### config.mk
export PLATFORM = sky130hd
export DESIGN_NAME = proximity_level_hysteresis_tracker
export DESIGN_NICKNAME = d
export VERILOG_FILES = /design/src/hdl/plh_pkg.sv /design/src/hdl/plh_csr.sv /design/src/hdl/plh_cmp.sv /design/src/hdl/plh_store.sv /design/src/hdl/proximity_level_hysteresis_tracker.sv
export VERILOG_INCLUDE_DIRS = /design/src /design/src/hdl
export SDC_FILE = /design/constraint.sdc
export NUM_CORES = 1
export LEC_CHECK = 0
export BUFFER_PORTS_ARGS = -buffer_cell sky130_fd_sc_hd__buf_2
export CORE_ASPECT_RATIO = 0.6
export CORE_MARGIN = 2
export CORE_UTILIZATION = 60
export CTS_CLUSTER_SIZE = 14
export DETAILED_ROUTE_END_ITERATION = 8
export PLACE_DENSITY_LB_ADDON = 0.08
export SYNTH_ARGS = -nofsm -noshare
export SYNTH_HDL_FRONTEND = slang
export SYNTH_HIERARCHICAL = 1
export SYNTH_SLANG_ARGS = --single-unit
export TNS_END_PERCENT = 50
### constraint.sdc
create_clock -name clock -period 12.2 [get_ports clock]
set_input_delay 0 -clock clock [delete_from_list [all_inputs] [get_ports clock]]
set_output_delay 0 -clock clock [all_outputs]
set_load 0.02 [all_outputs]
### src/hdl/assert_macros.svh
// Assertion helpers included by the tracker RTL.
`ifndef ASSERT_MACROS_SVH
`define ASSERT_MACROS_SVH

`ifndef SYNTH

// Same-cycle implication, checked at every rising clock edge out of reset.
`define ASSERT_IMPLIES(lbl, clk, rst, ante, cons) \
   lbl: assert property (@(posedge clk) disable iff (rst) (ante) |-> (cons)) \
      else $error("assertion failed: implication");

// Next-cycle implication, checked at every rising clock edge out of reset.
`define ASSERT_NEXT(lbl, clk, rst, ante, cons) \
   lbl: assert property (@(posedge clk) disable iff (rst) (ante) |=> (cons)) \
      else $error("assertion failed: next-cycle implication");

`else

`define ASSERT_IMPLIES(lbl, clk, rst, ante, cons)
`define ASSERT_NEXT(lbl, clk, rst, ante, cons)

`endif

`endif

### src/hdl/plh_pkg.sv
`default_nettype none

package plh_pkg;

   // Field widths of the item channels.
   localparam int ID_W     = 4;
   localparam int DIST_W   = 17;
   localparam int THR_W    = 16;
   localparam int LVLCNT_W = 3;
   localparam int BUF_W    = 11;
   localparam int LEVEL_W  = 2;
   localparam int CMP_W    = 19;

   // Configuration port.
   localparam int CSR_IDX_W  = 3;
   localparam int CSR_DATA_W = 16;
   localparam int THRESH_REGS = 4;

   localparam logic [CSR_IDX_W-1:0] CSR_THRESHOLD_0   = 3'd0;
   localparam logic [CSR_IDX_W-1:0] CSR_THRESHOLD_1   = 3'd1;
   localparam logic [CSR_IDX_W-1:0] CSR_THRESHOLD_2   = 3'd2;
   localparam logic [CSR_IDX_W-1:0] CSR_THRESHOLD_3   = 3'd3;
   localparam logic [CSR_IDX_W-1:0] CSR_LEVEL_COUNT   = 3'd4;
   localparam logic [CSR_IDX_W-1:0] CSR_HYST_BUFFER   = 3'd5;

   // Reset values of the registers.
   localparam logic [THR_W-1:0]    THRESHOLD_0_RST = 16'd1600;
   localparam logic [THR_W-1:0]    THRESHOLD_1_RST = 16'd3200;
   localparam logic [THR_W-1:0]    THRESHOLD_2_RST = 16'd4800;
   localparam logic [THR_W-1:0]    THRESHOLD_3_RST = 16'd6400;
   localparam logic [LVLCNT_W-1:0] LEVEL_COUNT_RST = 3'd4;
   localparam logic [BUF_W-1:0]    HYST_BUFFER_RST = 11'd80;
   localparam logic [BUF_W-1:0]    HYST_BUFFER_MAX = 11'd1600;

   // Operation codes of an input item.
   localparam logic OP_OBSERVE = 1'b0;
   localparam logic OP_REMOVE  = 1'b1;

   // Parameter defaults.
   localparam int NEIGHBOURS_DEF = 16;
   localparam int MAX_LEVELS_DEF = 4;

   // Modes of the shared compare unit.
   typedef enum logic [1:0] {
      CMP_SCAN,
      CMP_ABOVE,
      CMP_BELOW
   } cmp_mode_type;

   // Current register contents.
   typedef struct packed {
      logic [THRESH_REGS-1:0][THR_W-1:0] threshold;
      logic [LVLCNT_W-1:0]               level_count;
      logic [BUF_W-1:0]                  hyst_buffer;
   } cfg_type;

   // Write request into the neighbour store.
   typedef struct packed {
      logic               en;
      logic               valid;
      logic [LEVEL_W-1:0] level;
   } store_wr_type;

endpackage

`default_nettype wire

### src/hdl/plh_csr.sv
`default_nettype none

module plh_csr
   import plh_pkg::*;
(
   input  wire logic                  clock,
   input  wire logic                  reset,
   input  wire logic                  csr_valid,
   output logic                       csr_ready,
   input  wire logic [CSR_IDX_W-1:0]  csr_index,
   input  wire logic [CSR_DATA_W-1:0] csr_wdata,
   output cfg_type                    cfg
);

   cfg_type cfg_ff;
   logic [BUF_W-1:0] buf_raw;

   // The register file is always able to take a write.
   assign csr_ready = 1'b1;
   assign cfg       = cfg_ff;
   assign buf_raw   = csr_wdata[BUF_W-1:0];

   // Register writes; the hysteresis buffer saturates at its upper bound.
   always_ff @(posedge clock) begin
      if (reset) begin
         cfg_ff.threshold[0] <= THRESHOLD_0_RST;
         cfg_ff.threshold[1] <= THRESHOLD_1_RST;
         cfg_ff.threshold[2] <= THRESHOLD_2_RST;
         cfg_ff.threshold[3] <= THRESHOLD_3_RST;
         cfg_ff.level_count  <= LEVEL_COUNT_RST;
         cfg_ff.hyst_buffer  <= HYST_BUFFER_RST;
      end else if (csr_valid) begin
         case (csr_index)
            CSR_THRESHOLD_0: cfg_ff.threshold[0] <= csr_wdata[THR_W-1:0];
            CSR_THRESHOLD_1: cfg_ff.threshold[1] <= csr_wdata[THR_W-1:0];
            CSR_THRESHOLD_2: cfg_ff.threshold[2] <= csr_wdata[THR_W-1:0];
            CSR_THRESHOLD_3: cfg_ff.threshold[3] <= csr_wdata[THR_W-1:0];
            CSR_LEVEL_COUNT: cfg_ff.level_count  <= csr_wdata[LVLCNT_W-1:0];
            CSR_HYST_BUFFER: begin
               cfg_ff.hyst_buffer <= (buf_raw > HYST_BUFFER_MAX) ? HYST_BUFFER_MAX : buf_raw;
            end
            default: begin
            end
         endcase
      end
   end

endmodule

`default_nettype wire

### src/hdl/plh_cmp.sv
`default_nettype none

module plh_cmp
   import plh_pkg::*;
(
   input  wire cmp_mode_type             mode,
   input  wire logic signed [DIST_W-1:0] distance,
   input  wire logic [THR_W-1:0]         thr,
   input  wire logic [BUF_W-1:0]         hbuf,
   output logic                          lt
);

   logic signed [CMP_W-1:0] dist_x;
   logic signed [CMP_W-1:0] thr_x;
   logic signed [CMP_W-1:0] buf_x;
   logic signed [CMP_W-1:0] bound;
   logic signed [CMP_W-1:0] lhs;
   logic signed [CMP_W-1:0] rhs;

   // Widen all operands into one signed range.
   assign dist_x = {{(CMP_W-DIST_W){distance[DIST_W-1]}}, distance};
   assign thr_x  = $signed({{(CMP_W-THR_W){1'b0}}, thr});
   assign buf_x  = $signed({{(CMP_W-BUF_W){1'b0}}, hbuf});

   // One adder widens or narrows the threshold by the hysteresis buffer.
   assign bound = (mode == CMP_BELOW) ? (thr_x - buf_x) : (thr_x + buf_x);

   // One signed compare decides the less-than relation for every mode.
   always_comb begin
      case (mode)
         CMP_SCAN: begin
            lhs = dist_x;
            rhs = thr_x;
         end
         CMP_ABOVE: begin
            lhs = bound;
            rhs = dist_x;
         end
         CMP_BELOW: begin
            lhs = dist_x;
            rhs = bound;
         end
         default: begin
            lhs = dist_x;
            rhs = thr_x;
         end
      endcase
   end

   assign lt = (lhs < rhs);

endmodule

`default_nettype wire

### src/hdl/plh_store.sv
`default_nettype none

module plh_store
   import plh_pkg::*;
#(
   parameter int DEPTH = NEIGHBOURS_DEF
)
(
   input  wire logic                       clock,
   input  wire logic                       reset,
   input  wire logic [$clog2(DEPTH)-1:0]   rd_idx,
   output logic                            rd_valid,
   output logic [LEVEL_W-1:0]              rd_level,
   input  wire logic [$clog2(DEPTH)-1:0]   wr_idx,
   input  wire store_wr_type               wr
);

   logic [DEPTH-1:0]               valid_ff;
   logic [DEPTH-1:0][LEVEL_W-1:0]  level_ff;

   assign rd_valid = valid_ff[rd_idx];
   assign rd_level = level_ff[rd_idx];

   // Valid marks clear at reset; a level is only read behind its valid mark.
   always_ff @(posedge clock) begin
      if (reset) begin
         valid_ff <= '0;
      end else if (wr.en) begin
         valid_ff[wr_idx] <= wr.valid;
      end
   end

   always_ff @(posedge clock) begin
      if (wr.en) begin
         level_ff[wr_idx] <= wr.level;
      end
   end

endmodule

`default_nettype wire

### src/hdl/proximity_level_hysteresis_tracker.sv
// Proximity level tracker with hysteresis, one neighbour entry per id.
// Input channel req_*: op, other_id and a signed distance (4 fraction bits).
// An item is taken when req_valid is high and req_stall is low.
// Result channel rsp_*: exactly one result per item; event_valid low means
// no event and then all other result fields are zero.
// Configuration port csr_*: thresholds, level count and hysteresis buffer;
// the user must write it only while the block is idle, which the block
// itself does not enforce; csr_ready is always high.
// Timing: one shared compare unit checks one threshold per cycle from the
// top level down, then once more against the hysteresis bound. A result
// is loaded into the output register from the decide state after the scan,
// and the next item is taken only once that result is loaded.
// The output register lets the next item be taken while a result waits.
// If rsp_stall holds a result and the next one is ready, the sequencer
// waits and req_stall stays high until the output register frees.
// Reset restores the register defaults and forgets every neighbour.
`default_nettype none

module proximity_level_hysteresis_tracker
   import plh_pkg::*;
#(
   parameter int NEIGHBOURS = NEIGHBOURS_DEF,
   parameter int MAX_LEVELS = MAX_LEVELS_DEF
)
(
   input  wire logic                  clock,
   input  wire logic                  reset,

   input  wire logic                  req_valid,
   output logic                       req_stall,
   input  wire logic                  req_op,
   input  wire logic [ID_W-1:0]       req_other_id,
   input  wire logic signed [DIST_W-1:0] req_distance,

   output logic                       rsp_valid,
   input  wire logic                  rsp_stall,
   output logic                       rsp_event_valid,
   output logic                       rsp_entering,
   output logic                       rsp_lost,
   output logic [LEVEL_W-1:0]         rsp_level,
   output logic [ID_W-1:0]            rsp_event_id,

   input  wire logic                  csr_valid,
   output logic                       csr_ready,
   input  wire logic [CSR_IDX_W-1:0]  csr_index,
   input  wire logic [CSR_DATA_W-1:0] csr_wdata
);

`include "assert_macros.svh"

   // Only ids that fit the id field can reach the store.
   localparam int STORE_DEPTH = (NEIGHBOURS < (2 ** ID_W)) ? NEIGHBOURS : (2 ** ID_W);
   localparam int IDX_W       = $clog2(STORE_DEPTH);
   localparam int LEVEL_CAP   = (MAX_LEVELS < THRESH_REGS) ? MAX_LEVELS : THRESH_REGS;
   localparam logic [LVLCNT_W-1:0] LEVEL_CAP_V = LEVEL_CAP[LVLCNT_W-1:0];

   typedef enum logic [1:0] {
      ST_IDLE,
      ST_SCAN,
      ST_DECIDE
   } state_type;

   state_type                  state_ff;
   logic                       op_ff;
   logic [ID_W-1:0]            id_ff;
   logic signed [DIST_W-1:0]   dist_ff;
   logic                       id_ok_ff;
   logic                       hit_valid_ff;
   logic [LEVEL_W-1:0]         last_ff;
   logic [LVLCNT_W-1:0]        n_ff;
   logic [LVLCNT_W-1:0]        level_ff;
   logic [LEVEL_W-1:0]         idx_ff;

   logic                       rsp_valid_ff;
   logic                       rsp_event_valid_ff;
   logic                       rsp_entering_ff;
   logic                       rsp_lost_ff;
   logic [LEVEL_W-1:0]         rsp_level_ff;
   logic [ID_W-1:0]            rsp_event_id_ff;

   cfg_type                    cfg;
   logic                       id_ok_in;
   logic [LVLCNT_W-1:0]        n_in;
   logic                       rd_valid;
   logic [LEVEL_W-1:0]         rd_level;
   store_wr_type               wr;
   cmp_mode_type               cmp_mode;
   logic [LEVEL_W-1:0]         thr_sel;
   logic                       cmp_lt;
   logic                       out_free;
   logic                       last_above;
   logic                       last_below;
   logic                       ev_valid;
   logic                       ev_entering;
   logic                       ev_lost;
   logic [LEVEL_W-1:0]         ev_level;

   plh_csr u_csr (
      .clock     (clock),
      .reset     (reset),
      .csr_valid (csr_valid),
      .csr_ready (csr_ready),
      .csr_index (csr_index),
      .csr_wdata (csr_wdata),
      .cfg       (cfg)
   );

   plh_store #(
      .DEPTH (STORE_DEPTH)
   ) u_store (
      .clock    (clock),
      .reset    (reset),
      .rd_idx   (req_other_id[IDX_W-1:0]),
      .rd_valid (rd_valid),
      .rd_level (rd_level),
      .wr_idx   (id_ff[IDX_W-1:0]),
      .wr       (wr)
   );

   plh_cmp u_cmp (
      .mode     (cmp_mode),
      .distance (dist_ff),
      .thr      (cfg.threshold[thr_sel]),
      .hbuf     (cfg.hyst_buffer),
      .lt       (cmp_lt)
   );

   // Levels in use saturate at the register count and the build limit.
   assign n_in     = (cfg.level_count > LEVEL_CAP_V) ? LEVEL_CAP_V : cfg.level_count;
   assign id_ok_in = ({1'b0, req_other_id} < STORE_DEPTH[ID_W:0]);

   // Compare unit operand selection: scan threshold or stored level's bound.
   assign last_above = (level_ff > {1'b0, last_ff});
   assign last_below = (level_ff < {1'b0, last_ff});
   assign thr_sel    = (state_ff == ST_SCAN) ? idx_ff : last_ff;
   assign cmp_mode   = (state_ff == ST_SCAN) ? CMP_SCAN :
                       (last_above ? CMP_ABOVE : CMP_BELOW);

   assign out_free  = !rsp_valid_ff || !rsp_stall;
   assign req_stall = (state_ff != ST_IDLE);

   // Event decision and store update for the item under work.
   always_comb begin
      ev_valid    = 1'b0;
      ev_entering = 1'b0;
      ev_lost     = 1'b0;
      ev_level    = '0;
      wr          = '0;
      if (id_ok_ff) begin
         if (op_ff == OP_REMOVE) begin
            if (hit_valid_ff) begin
               ev_valid = 1'b1;
               ev_lost  = 1'b1;
               wr.en    = 1'b1;
            end
         end else if (level_ff < n_ff) begin
            if (hit_valid_ff) begin
               if ((last_above || last_below) && cmp_lt) begin
                  ev_valid    = 1'b1;
                  ev_entering = last_below;
                  ev_level    = level_ff[LEVEL_W-1:0];
                  wr.en       = 1'b1;
                  wr.valid    = 1'b1;
                  wr.level    = level_ff[LEVEL_W-1:0];
               end
            end else begin
               ev_valid    = 1'b1;
               ev_entering = 1'b1;
               ev_level    = level_ff[LEVEL_W-1:0];
               wr.en       = 1'b1;
               wr.valid    = 1'b1;
               wr.level    = level_ff[LEVEL_W-1:0];
            end
         end else if (hit_valid_ff) begin
            ev_valid = 1'b1;
            ev_lost  = 1'b1;
            wr.en    = 1'b1;
         end
      end
      wr.en = wr.en && (state_ff == ST_DECIDE) && out_free;
   end

   // Sequencer: take an item, scan thresholds top down, decide, hand off.
   always_ff @(posedge clock) begin
      if (reset) begin
         state_ff     <= ST_IDLE;
         rsp_valid_ff <= 1'b0;
      end else begin
         // A result taken empties the output register unless a new one loads.
         if (rsp_valid_ff && !rsp_stall && (state_ff != ST_DECIDE)) begin
            rsp_valid_ff <= 1'b0;
         end
         case (state_ff)
            ST_IDLE: begin
               if (req_valid) begin
                  op_ff        <= req_op;
                  id_ff        <= req_other_id;
                  dist_ff      <= req_distance;
                  id_ok_ff     <= id_ok_in;
                  hit_valid_ff <= rd_valid;
                  last_ff      <= rd_level;
                  n_ff         <= n_in;
                  level_ff     <= n_in;
                  idx_ff       <= LEVEL_W'(n_in - 3'd1);
                  if ((req_op == OP_OBSERVE) && id_ok_in && (n_in != '0)) begin
                     state_ff <= ST_SCAN;
                  end else begin
                     state_ff <= ST_DECIDE;
                  end
               end
            end
            ST_SCAN: begin
               if (cmp_lt) begin
                  level_ff <= {1'b0, idx_ff};
                  if (idx_ff == '0) begin
                     state_ff <= ST_DECIDE;
                  end else begin
                     idx_ff <= idx_ff - 1'b1;
                  end
               end else begin
                  state_ff <= ST_DECIDE;
               end
            end
            ST_DECIDE: begin
               if (out_free) begin
                  rsp_valid_ff       <= 1'b1;
                  rsp_event_valid_ff <= ev_valid;
                  rsp_entering_ff    <= ev_entering;
                  rsp_lost_ff        <= ev_lost;
                  rsp_level_ff       <= ev_level;
                  rsp_event_id_ff    <= ev_valid ? id_ff : '0;
                  state_ff           <= ST_IDLE;
               end
            end
            default: begin
               state_ff <= ST_IDLE;
            end
         endcase
      end
   end

   assign rsp_valid       = rsp_valid_ff;
   assign rsp_event_valid = rsp_event_valid_ff;
   assign rsp_entering    = rsp_entering_ff;
   assign rsp_lost        = rsp_lost_ff;
   assign rsp_level       = rsp_level_ff;
   assign rsp_event_id    = rsp_event_id_ff;

   // An item taken keeps the input side stalled in the next cycle.
   `ASSERT_NEXT(a_take_stalls, clock, reset, req_valid && !req_stall, req_stall)

   // A result without an event carries all-zero fields.
   `ASSERT_IMPLIES(a_no_event_zero, clock, reset, rsp_valid && !rsp_event_valid, !rsp_entering && !rsp_lost && (rsp_level == '0) && (rsp_event_id == '0))

   // A lost event reports level zero and never entering.
   `ASSERT_IMPLIES(a_lost_shape, clock, reset, rsp_valid && rsp_lost, rsp_event_valid && !rsp_entering && (rsp_level == '0))

   // The scan index stays below the number of levels in use.
   `ASSERT_IMPLIES(a_scan_index, clock, reset, state_ff == ST_SCAN, {1'b0, idx_ff} < n_ff)

endmodule

`default_nettype wire
======== Word level (Yosys, flattened, before mapping) ========
Cells that the tools add are included.
word-level totals
  register bits after elaboration ......... 171
  output and inout port bits .............. 12
  logic and storage cells ................. 152
cells by class
  add/subtract/negate cells ............... 4
  order comparisons ....................... 10
  eq/ne operators ......................... 15
  muxes and demuxes ....................... 53
  bitwise operators ....................... 3
  reduce and logical (&&, ||, !) cells .... 29
operator list
  kind                                                                   number
  19-bit 2-to-1 mux                                                      2
  19-bit one-hot mux with 2 select lines                                 1
  16-bit binary-select mux with 2-bit select                             1
  32-bit bitwise mux                                                     1
  2-bit 2-to-1 mux                                                       15
  19-bit < comparator                                                    1
  16-bit by 11-bit adder with 17-bit output                              1
  16-bit by 11-bit subtractor with 17-bit output                         1
  16-bit bitwise mux                                                     1
  1-bit 2-to-1 mux                                                       16
  16-bit 2-to-1 mux                                                      1
  3-bit 2-to-1 mux                                                       5
  2-bit AND reduction                                                    6
  11-bit > comparator, second input constant                             1
  11-bit 2-to-1 mux                                                      1
  4-bit by 5-bit < comparator with 1-bit output, second input constant   2
  2-bit inequality test, second input constant                           5
  3-bit AND reduction                                                    3
  2-bit binary-select mux with 4-bit select                              1
  2-bit demux with 4-bit select                                          1
  4-bit 2-to-1 mux                                                       2
  1-bit logical AND                                                      7
  3-bit by 2-bit equality test with 1-bit output, second input constant  2
  3-bit equality test, second input constant                             2
  other kinds (26)                                                       35

======== Depth between registers and ports, before layout ========
Gate-level depths: netlist of the first run.
  word-level depth ........................ 15
  depth in mapped cells ................... 30
  mapped depth without buffers ............ 27

======== By module ========
Netlist of the first run, hierarchy kept.
modules (own cells, without submodules)
  module                              times used  cells each  area an instance (sq um)  seq. area each (sq um)
  plh_csr                             1           354         2937.8                    1561.5
  plh_cmp                             1           362         2555.0                    0.0
  proximity_level_hysteresis_tracker  1           142         2224.6                    1321.3
  plh_store                           1           164         2115.8                    1281.2

======== Worst setup path before layout of the first run ========
OpenSTA, ideal clock, no wires.
  path type ............................... register to register
  start ................................... register state_ff[1]
  end ..................................... register u_store/level_ff[6] (netlist bit), enable pin
  library setup time ...................... 0.309 ns
  data arrival time ....................... 5.810 ns
  path slack .............................. 6.081 ns
  stages on the path, launching flop included .. 26
  buffers on the path ..................... 4
  period minus slack after synthesis ...... 6.119 ns
  path through ............................ dfxtp_1 > nand2b_1 > buf_6 > a21boi_4 > buf_12 > mux4_2 > ha_1 > buf_2 > a21oi_2 > o21ai_1 > or3_4 > a211oi_1 > mux2_1 > a222oi_1 > ha_1 > a21o_1 > a21oi_1 > o2111ai_1 > o2bb2ai_1 > nor2b_1 > a21oi_1 > mux2i_1 > nor2_1 > or3b_1 > clkbuf_1 > nor2_1
RTL lines
  element                         RTL line                                   RTL
  start: declaration              proximity_level_hysteresis_tracker.sv:63   state_type state_ff;
  start signal: assignment        proximity_level_hysteresis_tracker.sv:186  state_ff <= ST_IDLE;
  start signal: assignment        proximity_level_hysteresis_tracker.sv:206  state_ff <= ST_SCAN;
  start signal: assignment        proximity_level_hysteresis_tracker.sv:208  state_ff <= ST_DECIDE;
  end signal: indexed assignment  plh_store.sv:35                            level_ff[wr_idx] <= wr.level;
  end: declaration                plh_store.sv:19                            logic [DEPTH-1:0][LEVEL_W-1:0] level_ff;

==> results.ini, run 1 <==
[worst_setup_path]
max_stage_delay_ns = 0.89
critPathTopFamily = compound AO/OA/AOI/OAI gates
cp.required_ns = 12.33
path_max_fanout = 16
startpoint_type = flop
worstPathCellList = nand2b_1, a21boi_2, mux4_2, ha_1, a21oi_2, o21ai_1, or3_4, a211oi_1, mux2_1, a222oi_1, ha_1, a21o_1, a21oi_1, o2111ai_1, o2bb2ai_1, nor2b_1, a21oi_1, mux2i_1, nor2_1, nand3_1, nor2_1
critPathArrivalTime_ns = 7.74
endpoint_kind = flop
cp_num_buf_inv = 0
cp_slowest_cell = a21boi_2
setup.worst_path.class = reg -> reg

[cells_and_area]
n_antenna_cell = 0
area_delta_synth_final_pct = 12.4
nets = 1166
drive_above_1_share_pct = 12.8

[cts]
numCtsBuffers = 17
clk_path_buf_depth = 2
post_cts_buffers = 0
cts_tree = yes
worst_skew_pair.late_latency_ns = 0.44
cts_max_level = 4
cts_sinks = 171
cts_root_buffer = clkbuf_16
path_clk_slew_ns = 0.06

[floorplanning]
ios = 58
die-width_um = 169
die_h_um = 103
initial_utilization_pct = 61.0
rows = 36
die-area_um2 = 17500
core_area_um2 = 16100

[global_routing]
grt_antenna_before_repair = 0
grt_max_degree = 101
grtUsageTotal_pct = 30.6
grt_overflow = 0
grt_pass1_vias = 7347
grt_pass1_wl_um = 40300

[logic_synthesis]
ys_seq_elements = 171
yosysSeqAreaShare_pct = 42.3
postSynthNetCount = 1115
netlist_top_cells_area = edfxtp_1 23%, dfxtp_1 20%, nand2_1 6.5%
synth_ff_type = dfxtp_1
syn_area_um2 = 9830
synth_top_area_share_pct = 22.6
synth.most_common_cell = nand2_1
ys_warn_count = 6
synthDistinctLibCells = 95
synth-async-reset-ratio_pct = 0
synth_largest_area_cell = edfxtp_1
syn-instance-count = 1022
synth_edf_count = 74
synthTopCellsByCount = 171 x nand2_1, 104 x a21oi_1, 97 x dfxtp_1, 74 x edfxtp_1, 58 x nor2_1
syn_area_per_cell_um2 = 9.62

[sta]
final.setup_skew_ns = 0.0149
worst_slack_ns = 4.60
rsz0062_at_grt = false
timing.final.crit_share_pct = 62.3
setup_tns_ns = 0
fmax_mhz = 132
finalHoldViolCount = 0
worst_pin_slew_ns = 1.12
slew-limit-headroom_pct = 24.4
period_needed_ns = 7.60
holdWs_ns = 0.0351
slew_violations = 0
finalSetupViolCount = 0

[power_and_ir_drop]
p_leak_nw = 4.12
switching_share_pct = 30.2
p_per_area_nw_per_um2 = 137
worst_ir_drop_vdd_mv = 0.0977
internal_power_w = 0.00105
p_sw_w = 0.000457
power_frac_comb_pct = 23.0
p_seq_share_pct = 41.5
p_clk_share_pct = 35.6

[route]
wl_per_cell_um = 20.2
drt_iter0_drc = 1122
ant_nets = 0
drc = 0
wl_um = 26100
detail_route.vias_per_cell = 6.33
drtPass1Iterations = 6
vias = 8199

[outcome]
status = finished, final reports clean

[hold_path]
holdCritPathClass = in -> reg

[placement]
gp_congestion = 0.968
hpwl_um = 18400
numPortBuffers = 56
pre_cts_slack_ns = 4.78

[job]
maxCapViolCount = 0

==> routing by layer <==
| metal | GRT usage [%] | vias up | wire, um |
|---|---|---|---|
| met4 | 5.46 | 0 | 172 |
| met2 | 40.7 | 433 | 10200 |
| met1 | 48.5 | 3915 | 12700 |
| li1 | - | 3838 | - |
| met3 | 9.29 | 13 | 3070 |
| met5 | 0 | - | 0 |
==> registers in the layout, summed over array words and instances, names as in the netlist <==
signal            count
dist_ff              17
hit_valid_ff          1
id_ff                 4
idx_ff                2
last_ff               2
level_ff              3
n_ff                  3
op_ff                 1
rsp_entering          1
rsp_event_id          4
rsp_event_valid       1
rsp_level             2
rsp_lost              1
rsp_valid             1
state_ff              2
u_csr/cfg            78
u_store/level_ff     32
u_store/valid_ff     16
==> metrics by stage <==
stage                     utilization, %  total power, W  cells  cell area [um^2]
after global placement              62.5        0.000963   1224             10100
after CTS                           68.5         0.00151   1295             11000
after floorplan                        -        0.000882   1022              9830
after global routing                68.5         0.00158   1295             11000
final                               68.5         0.00151   1295             11000
after detailed placement            62.5        0.000967   1224             10100
==> placed cells by master, fill, tap and decap left out, types with 4 or more instances in the layout <==
| master | count |
|---|---|
| a211o_1 | 9 |
| a211oi_1 | 5 |
| a21o_1 | 11 |
| a21oi_1 | 104 |
| a221o_1 | 6 |
| a222oi_1 | 5 |
| a22oi_1 | 4 |
| a31oi_1 | 5 |
| and2_1 | 7 |
| buf_2 | 56 |
| buf_4 | 7 |
| clkbuf_16 | 17 |
| dfxtp_1 | 97 |
| dlygate4sd3_1 | 39 |
| edfxtp_1 | 74 |
| ha_1 | 45 |
| inv_1 | 37 |
| mux2_2 | 5 |
| mux2i_1 | 8 |
| mux4_1 | 13 |
| mux4_2 | 15 |
| nand2_1 | 171 |
| nand2b_1 | 16 |
| nand3_1 | 31 |
| nand3b_1 | 14 |
| nand4_1 | 12 |
| nor2_1 | 58 |
| nor2b_1 | 15 |
| nor3_1 | 14 |
| o2111ai_1 | 5 |
| o211ai_1 | 5 |
| o21a_1 | 6 |
| o21ai_0 | 37 |
| o21ai_1 | 12 |
| o31ai_1 | 4 |
| or3_1 | 7 |
| xnor2_1 | 13 |
==> power groups by stage <==
stage          clock (W)  sequential, W  combinational (W)
2_1_floorplan          0       0.000636           0.000246
3_3_place_gp           0       0.000639           0.000324
3_5_place_dp           0       0.000639           0.000328
4_1_cts         0.000544       0.000626           0.000340
5_1_grt         0.000568       0.000628           0.000381
6_report        0.000538       0.000627           0.000347
==> worst paths after layout <==
kind	cells past startpoint	slack (ns)	start	endpoint
hold reg to reg	2	0.45	u_csr/cfg[46]	u_csr/cfg[46]
setup reg to reg	21	4.60	state_ff[1]	u_store/level_ff[30]
hold / removal	1	0.04	req_other_id[0]	id_ff[0]
setup / recovery	21	4.60	state_ff[1]	u_store/level_ff[30]
==> timing repair <==
action                                 in CTS  in global routing
setup endpoints to repair                   0                  0
hold buffers                               39                  0
gates resized for setup                     0                  0
endpoints found under the hold margin      99                  0
==> area by class of cell <==
cell class | count | area [um^2]
clock buffers | 19 | 433
clock inverters | 13 | 144
fillers | 1243 | 5080
inverters | 38 | 143
multi-input cells | 743 | 5180
flip-flops and latches | 171 | 4160
well taps | 209 | 262
repair buffers | 102 | 723
==> kinds of logic after synthesis <==
| kind of cell | count (synthesis) | share of synthesized area, % |
|---|---|---|
| other | 1 | 0.0381 |
| XOR/XNOR | 14 | 1.25 |
| adder cells (fa/ha/maj) | 47 | 6.13 |
| flip-flops | 171 | 42.3 |
| buffers and inverters | 108 | 5.08 |
| AND/OR/NAND/NOR | 379 | 19.1 |
| AO/OA/AOI/OAI | 258 | 17.4 |
| multiplexers | 44 | 8.64 |
No activity file was read; power rests on OpenSTA's default activity.
==> inputs of run 2 (changes only) <==
--- a/config.mk
+++ b/config.mk
@@ -6,6 +6,7 @@
 export SDC_FILE = /design/constraint.sdc
 export NUM_CORES = 1
 export LEC_CHECK = 0
+export ABC_AREA = 1
 export BUFFER_PORTS_ARGS = -buffer_cell sky130_fd_sc_hd__buf_2
 export CORE_ASPECT_RATIO = 0.6
 export CORE_MARGIN = 2
==> constraint.sdc (replaced) <==
create_clock -name clock -period 7.65 [get_ports clock]
set_input_delay 0 -clock clock [delete_from_list [all_inputs] [get_ports clock]]
set_output_delay 0 -clock clock [all_outputs]
set_load 0.02 [all_outputs]
==> run 2 against run 1 <==
Net effect: cell count grew 40%; core utilization rose by 0.31 points; highest routed layer unchanged; sequential power grew 69%; routed wire length is 18% higher; synthesized cell count grew 48%; die area grew 9.3%; global-route usage rose by 3.2 points; hold slack gained 0.051 ns; critical path depth is 11 higher; critical path type unchanged; via count up 22%; clock skew about the same; sequential share of layout area decreased by 2.8 points.
==> results.ini, run 2 <==
[outcome]
status = finished, final reports clean

[cells_and_area]
n_antenna_cell = 0  ; unchanged
final_common_cell = nand2_1
drive_above_1_share_pct = 12.2  ; -0.62 points
largest_reg_flops = 78  ; unchanged
layout_common_cells = 394 x nand2_1, 231 x inv_1, 151 x nor2_1, 126 x nand3_1, 101 x a21oi_1
multi_input_area_um2 = 5210  ; +0.48%
area_delta_synth_final_pct = 10.9
nets = 1665  ; +43%
seq_area_um2 = 4160  ; unchanged
fillCellCount = 1485  ; +19%

[logic_synthesis]
synth-simple-area-share_pct = 30.9  ; +12 points
syn_area_per_cell_um2 = 7.12  ; -26%
netlist_top_cells_area = edfxtp_1 21%, dfxtp_1 18%, nand2_1 14%
syn-instance-count = 1513  ; +48%
synthTopCellsByCount = 394 x nand2_1, 231 x inv_1, 152 x nor2_1, 126 x nand3_1, 101 x a21oi_1
synth_top_family_by_area = simple AND/OR/NAND/NOR gates
synth_top_area_share_pct = 20.6  ; -2.0 points
yosysSeqAreaShare_pct = 38.6  ; -3.7 points
synth.most_common_cell = nand2_1
synth-async-reset-ratio_pct = 0  ; unchanged
synthDistinctLibCells = 53  ; -44%
synthAdderAreaFrac_pct = 5.59  ; -0.54 points
postSynthNetCount = 1606  ; +44%
synth_ff_type = dfxtp_1
syn_area_um2 = 10800  ; +9.6%
ys_seq_elements = 171  ; unchanged
synth.mux.area_fraction_pct = 0  ; -8.6 points
synth_largest_area_cell = edfxtp_1
synth_edf_count = 74  ; unchanged
synth_compound_area_share_pct = 11.6  ; -5.8 points
synth_xor_area_share_pct = 0.0813  ; -1.2 points
ys_warn_count = 6  ; unchanged

[global_routing]
grt_antenna_before_repair = 0  ; unchanged
grtUsageTotal_pct = 33.8  ; +3.2 points
grt_max_degree = 67  ; -34%
grt_pass1_vias = 9173  ; +25%
grt_pass1_wl_um = 48600  ; +21%
grt_overflow = 0  ; unchanged

[floorplanning]
initial_utilization_pct = 62.1  ; +1.1 points
die-width_um = 177  ; +4.6%
die_h_um = 108  ; +4.5%
core_area_um2 = 17400  ; +7.7%
rows = 37  ; +2.8%
ios = 58  ; unchanged
die-area_um2 = 19100  ; +9.3%

[route]
ant_nets = 0  ; unchanged
drc = 0  ; unchanged
detail_route.vias_per_cell = 5.52  ; -13%
vias = 10000  ; +22%
drt_iter0_drc = 1211  ; +7.9%
drtPass1Iterations = 5  ; -1
wl_um = 30900  ; +18%
wl_per_cell_um = 17.0  ; -16%

[worst_setup_path]
regToRegStartpoint = state_ff[1]
path_max_fanout = 17  ; +1
endpoint_kind = flop
cp_slowest_cell = ha_1
setup.worst_path.class = reg -> reg
critPathArrivalTime_ns = 6.54  ; -1.20 ns
reg2reg_slack_ns = 1.22  ; -3.38 ns
max_stage_delay_ns = 0.63  ; -0.26 ns
cp.required_ns = 7.75  ; -4.58 ns
cp-startpoint = state_ff[1]
cpMostUsedCell = nand2_1
startpoint_type = flop

[cts]
worst_skew_pair.late_latency_ns = 0.44  ; about the same
post_cts_buffers = 0  ; unchanged
numCtsBuffers = 17  ; unchanged
cts_root_buffer = clkbuf_16
clk_path_buf_depth = 2  ; unchanged
cts_resized = 0  ; unchanged
cts_tree = yes
cts_max_level = 4  ; unchanged
path_clk_slew_ns = 0.08  ; +0.02 ns
cts_sinks = 171  ; unchanged

[sta]
finalHoldViolCount = 0  ; unchanged
setup_tns_ns = 0  ; unchanged
final.setup_skew_ns = 0.0146  ; -0.000291 ns
worst_slack_ns = 1.22  ; -3.38 ns
slew_violations = 0  ; unchanged
timing.final.crit_share_pct = 84.1  ; +22 points
finalSetupViolCount = 0  ; unchanged
period_needed_ns = 6.43  ; -1.17 ns
rsz0062_at_grt = false
fmax_mhz = 155  ; +18%
worst_pin_slew_ns = 1.02  ; -0.0970 ns
slew-limit-headroom_pct = 31.8  ; +7.4 points

[power_and_ir_drop]
power_frac_comb_pct = 51.6  ; +29 points
p_seq_share_pct = 26.5  ; -15 points
switching_share_pct = 46.5  ; +16 points
p_sw_w = 0.00186  ; +310%
power.total_w = 0.00401  ; +160%
p_leak_nw = 5.69  ; +38%
p_per_area_nw_per_um2 = 335  ; +150%
worst_ir_drop_vdd_mv = 0.333  ; +240%
internal_power_w = 0.00214  ; +100%
p_clk_share_pct = 21.9  ; -14 points

[placement]
pre_cts_slack_ns = 1.58  ; -3.20 ns
hpwl_um = 22100  ; +20%
numPortBuffers = 56  ; unchanged
gp_congestion = 1.05  ; +8.6%

[job]
maxCapViolCount = 0  ; unchanged

[hold_path]
holdCritPathClass = in -> reg
hold_start = csr_index[0]

[run 2: metrics by stage]
stage / util, % / hold WS, ns / std cells / area [um^2]
finish: 68.8 / 0.0858 / 1819 / 11900
floorplan: - / 0.0691 / 1513 / 10800
global route: 68.8 / 0.0965 / 1819 / 11900
global placement: 63.2 / 0.176 / 1748 / 11000
detailed placement: 63.2 / 0.178 / 1748 / 11000
CTS: 68.8 / 0.0614 / 1819 / 11900
[run 2: layer usage]
layer	global-route usage, %	wire (um)	vias up
met2	42.7	11100	566
li1	-	-	4898
met4	7.38	368	0
met5	0	0	-
met1	50.2	14500	4540
met3	16.7	4910	34
[run 2: area by class of cell]
| class | instances | area share [%] |
|---|---|---|
| Clock inverter | 13 | 1.05 |
| Timing Repair Buffer | 102 | 6.05 |
| Tap cell | 234 | 2.45 |
| Sequential cell | 171 | 34.8 |
| Clock buffer | 19 | 3.88 |
| Multi-Input combinational cell | 1025 | 43.6 |
| Inverter | 255 | 8.15 |
[run 2: what timing repair did]
item | 4_1_cts | 5_1_grt
endpoints found under the setup margin | 0 | 0
endpoints found under the hold margin | 100 | 0
hold buffers | 39 | 0
[run 2: power groups by stage]
stage                     clock (W)  combinational [W]  sequential (W)
after CTS                  0.000883            0.00197         0.00106
final                      0.000878            0.00207         0.00106
after detailed placement          0            0.00193         0.00108
after floorplan                   0            0.00149         0.00108
after global placement            0            0.00194         0.00108
after global routing       0.000918            0.00228         0.00107
[run 2: kinds of logic after synthesis]
kind of cell             count (synthesis)
other                                    1
flip-flops                             171
adder cells (fa/ha/maj)                 47
XOR/XNOR                                 1
AND/OR/NAND/NOR                        749
AO/OA/AOI/OAI                          227
buffers and inverters                  317
[run 2: worst paths after layout]
check                              end  cells past startpoint
setup / recovery  u_store/level_ff[25]                     32
hold / removal           u_csr/cfg[13]                      5
setup reg to reg  u_store/level_ff[25]                     32
hold reg to reg    u_store/valid_ff[0]                      2
[run 2: critical path: cells and delay by family (launching register included)]
kind            cells  cell delay (ns)
compound gates      5             1.18
fa+ha+maj           2             0.99
buf+inv             6             0.75
flops               1             0.36
simple gates       19             2.79
==> inputs of run 3 (changes only) <==
==> constraint.sdc (replaced) <==
create_clock -name clock -period 6 [get_ports clock]
set_input_delay 0 -clock clock [delete_from_list [all_inputs] [get_ports clock]]
set_output_delay 0 -clock clock [all_outputs]
set_load 0.02 [all_outputs]
==> run 3 against run 2 <==
Net effect: global-route usage up 0.93 points; worst setup slack worse by 0.75 ns; cell count up 1.6%; routed wire length up 4.6%; critical endpoint is now u_store/level_ff[31]; highest routed layer is now met5.
==> results.ini, run 3 (synthesis gave the netlist of run 2 again) <==
[cells_and_area]
final_common_cell = nand2_1
seq_area_um2 = 4160  ; unchanged
drive_above_1_share_pct = 14.3  ; +2.1 points
multi_input_area_um2 = 5250  ; +0.84%
layout_common_cells = 391 x nand2_1, 231 x inv_1, 149 x nor2_1, 126 x nand3_1, 100 x a21oi_1
nets = 1695  ; +1.8%
area_delta_synth_final_pct = 13.5
largest_reg_flops = 78  ; unchanged
layoutNonFillerInstCount = 1849  ; +1.6%
n_antenna_cell = 0  ; unchanged
fillCellCount = 1452  ; -2.2%

[worst_setup_path]
r2r-end = u_store/level_ff[31]
max_stage_delay_ns = 0.42  ; -0.21 ns
cp-startpoint = state_ff[1]
crit_end = u_store/level_ff[31]
endpoint_kind = flop
cp_slowest_cell = ha_1
r2r_cells = 37  ; +16%
path_max_fanout = 32  ; +15
regToRegStartpoint = state_ff[1]
cp.depth = 37  ; +16%
setup.worst_path.class = reg -> reg
reg2reg_slack_ns = 0.46  ; -0.75 ns
cp_num_buf_inv = 7  ; +1
startpoint_type = flop
cp.required_ns = 6.16  ; -1.59 ns
critPathArrivalTime_ns = 5.69  ; -0.85 ns
critPathTopFamily = simple AND/OR/NAND/NOR gates
cpMostUsedCell = nand2_1

[global_routing]
grt_antenna_before_repair = 0  ; unchanged
grt_pass1_vias = 9279  ; +1.2%
grtUsageTotal_pct = 34.7  ; +0.93 points
grt_max_degree = 67  ; unchanged
grt_overflow = 0  ; unchanged
grt_pass1_wl_um = 50200  ; +3.2%

[floorplanning]
initial_utilization_pct = 62.1  ; unchanged
die-area_um2 = 19100  ; unchanged
core_area_um2 = 17400  ; unchanged
die-width_um = 177  ; unchanged
ios = 58  ; unchanged
rows = 37  ; unchanged
die_h_um = 108  ; unchanged

[sta]
final.setup_skew_ns = 0.00996  ; -0.00462 ns
worst_pin_slew_ns = 0.711  ; -0.312 ns
setup_tns_ns = 0  ; unchanged
finalHoldViolCount = 0  ; unchanged
rsz0062_at_grt = false
timing.final.crit_share_pct = 92.3  ; +8.1 points
slew-limit-headroom_pct = 52.5  ; +21 points
period_needed_ns = 5.54  ; -0.899 ns
slew_violations = 0  ; unchanged
finalSetupViolCount = 0  ; unchanged
fmax_mhz = 181  ; +16%

[job]
maxCapViolCount = 0  ; unchanged

[placement]
dp_cells = 1767  ; +1.1%
hpwl_um = 23000  ; +3.8%
gp_congestion = 1.03  ; -1.8%
numPortBuffers = 56  ; unchanged

[cts]
cts_root_buffer = clkbuf_16
cts_tree = yes
worst_skew_pair.late_latency_ns = 0.44  ; about the same
cts_sinks = 171  ; unchanged
cts_max_level = 4  ; unchanged
clk_path_buf_depth = 2  ; unchanged
path_clk_slew_ns = 0.07  ; about the same
numCtsBuffers = 17  ; unchanged

[power_and_ir_drop]
power_frac_comb_pct = 54.3  ; +2.7 points
switching_share_pct = 46.3  ; -0.25 points
worst_ir_drop_vdd_mv = 0.324  ; -2.7%
p_per_area_nw_per_um2 = 430  ; +28%
p_clk_share_pct = 19.9  ; -2.0 points
p_leak_nw = 5.81  ; +2.1%
p_seq_share_pct = 25.8  ; -0.7 points
p_sw_w = 0.00244  ; +31%
internal_power_w = 0.00283  ; +32%

[hold_path]
holdCritPathClass = in -> reg
holdPathStages = 5  ; unchanged

[route]
wl_per_cell_um = 17.5  ; +2.9%
drtPass1Iterations = 5  ; unchanged
ant_nets = 0  ; unchanged
detail_route.vias_per_cell = 5.60  ; +1.5%
vias = 10400  ; +3.1%
wl_um = 32300  ; +4.6%
drc = 0  ; unchanged
drt_iter0_drc = 1329  ; +9.7%

[outcome]
status = finished, final reports clean

[run 3: power groups by stage]
| stage | sequential [W] | combinational, W | clock, W |
|---|---|---|---|
| after floorplan | 0.00138 | 0.00190 | 0 |
| after global placement | 0.00138 | 0.00259 | 0 |
| after detailed placement | 0.00138 | 0.00259 | 0 |
| after CTS | 0.00135 | 0.00265 | 0.00106 |
| after global routing | 0.00136 | 0.00311 | 0.00110 |
| final | 0.00136 | 0.00286 | 0.00105 |
[run 3: per-layer routing]
| metal | global-route usage, % | vias to the layer above | wire length, um |
|---|---|---|---|
| met5 | 2.50 | - | 55 |
| met4 | 7.67 | 2 | 363 |
| met3 | 15.2 | 33 | 5000 |
| met2 | 42.6 | 596 | 11700 |
| met1 | 53.7 | 4748 | 15200 |
| li1 | - | 4973 | - |
[run 3: worst reg2reg max path: cells and delay by family (launching register included)]
family,cells,cell delay (ns)
flip-flops,1,0.36
adder cells (fa/ha/maj),2,0.68
buffers and inverters,7,0.93
AND/OR/NAND/NOR,24,2.72
AO/OA/AOI/OAI,4,0.55
[run 3: repair_timing]
item | CTS | global route
hold buffers | 39 | 0
hold endpoints to repair | 104 | 0
endpoints found under the setup margin | 0 | 48
resized for setup | 0 | 21
setup buffers | 0 | 10
[run 3: layout make-up]
cell class,count,share of cell area (%)
Clock buffer,18,3.51
Clock inverter,14,1.01
Inverter,255,8.00
Multi-Input combinational cell,1025,42.9
Sequential cell,171,34.0
Tap cell,234,2.39
Timing Repair Buffer,131,8.09
Timing Repair inverter,1,0.0409
[run 3: how the worst min path moves through the flow]
| stage | from | to |
|---|---|---|
| floorplan | reset | rsp_valid |
| global route | req_other_id[0] | id_ff[0] |
| finish | csr_index[1] | u_csr/cfg[13] |
| global placement | req_distance[0] | dist_ff[0] |
| detailed placement | req_distance[12] | dist_ff[12] |
| CTS | csr_index[1] | u_csr/cfg[13] |
[run 3: through the flow]
step | utilization (%) | hold slack, ns | setup WS [ns] | area, um^2 | total power, W
2_1_floorplan | - | 0.0691 | 1.21 | 10800 | 0.00328
3_3_place_gp | 64.1 | 0.176 | 0.293 | 11100 | 0.00396
3_5_place_dp | 64.1 | 0.178 | 0.147 | 11100 | 0.00397
4_1_cts | 69.5 | 0.0593 | 0.131 | 12100 | 0.00506
5_1_grt | 70.5 | 0.104 | 0.0210 | 12200 | 0.00558
6_report | 70.5 | 0.0719 | 0.464 | 12200 | 0.00526
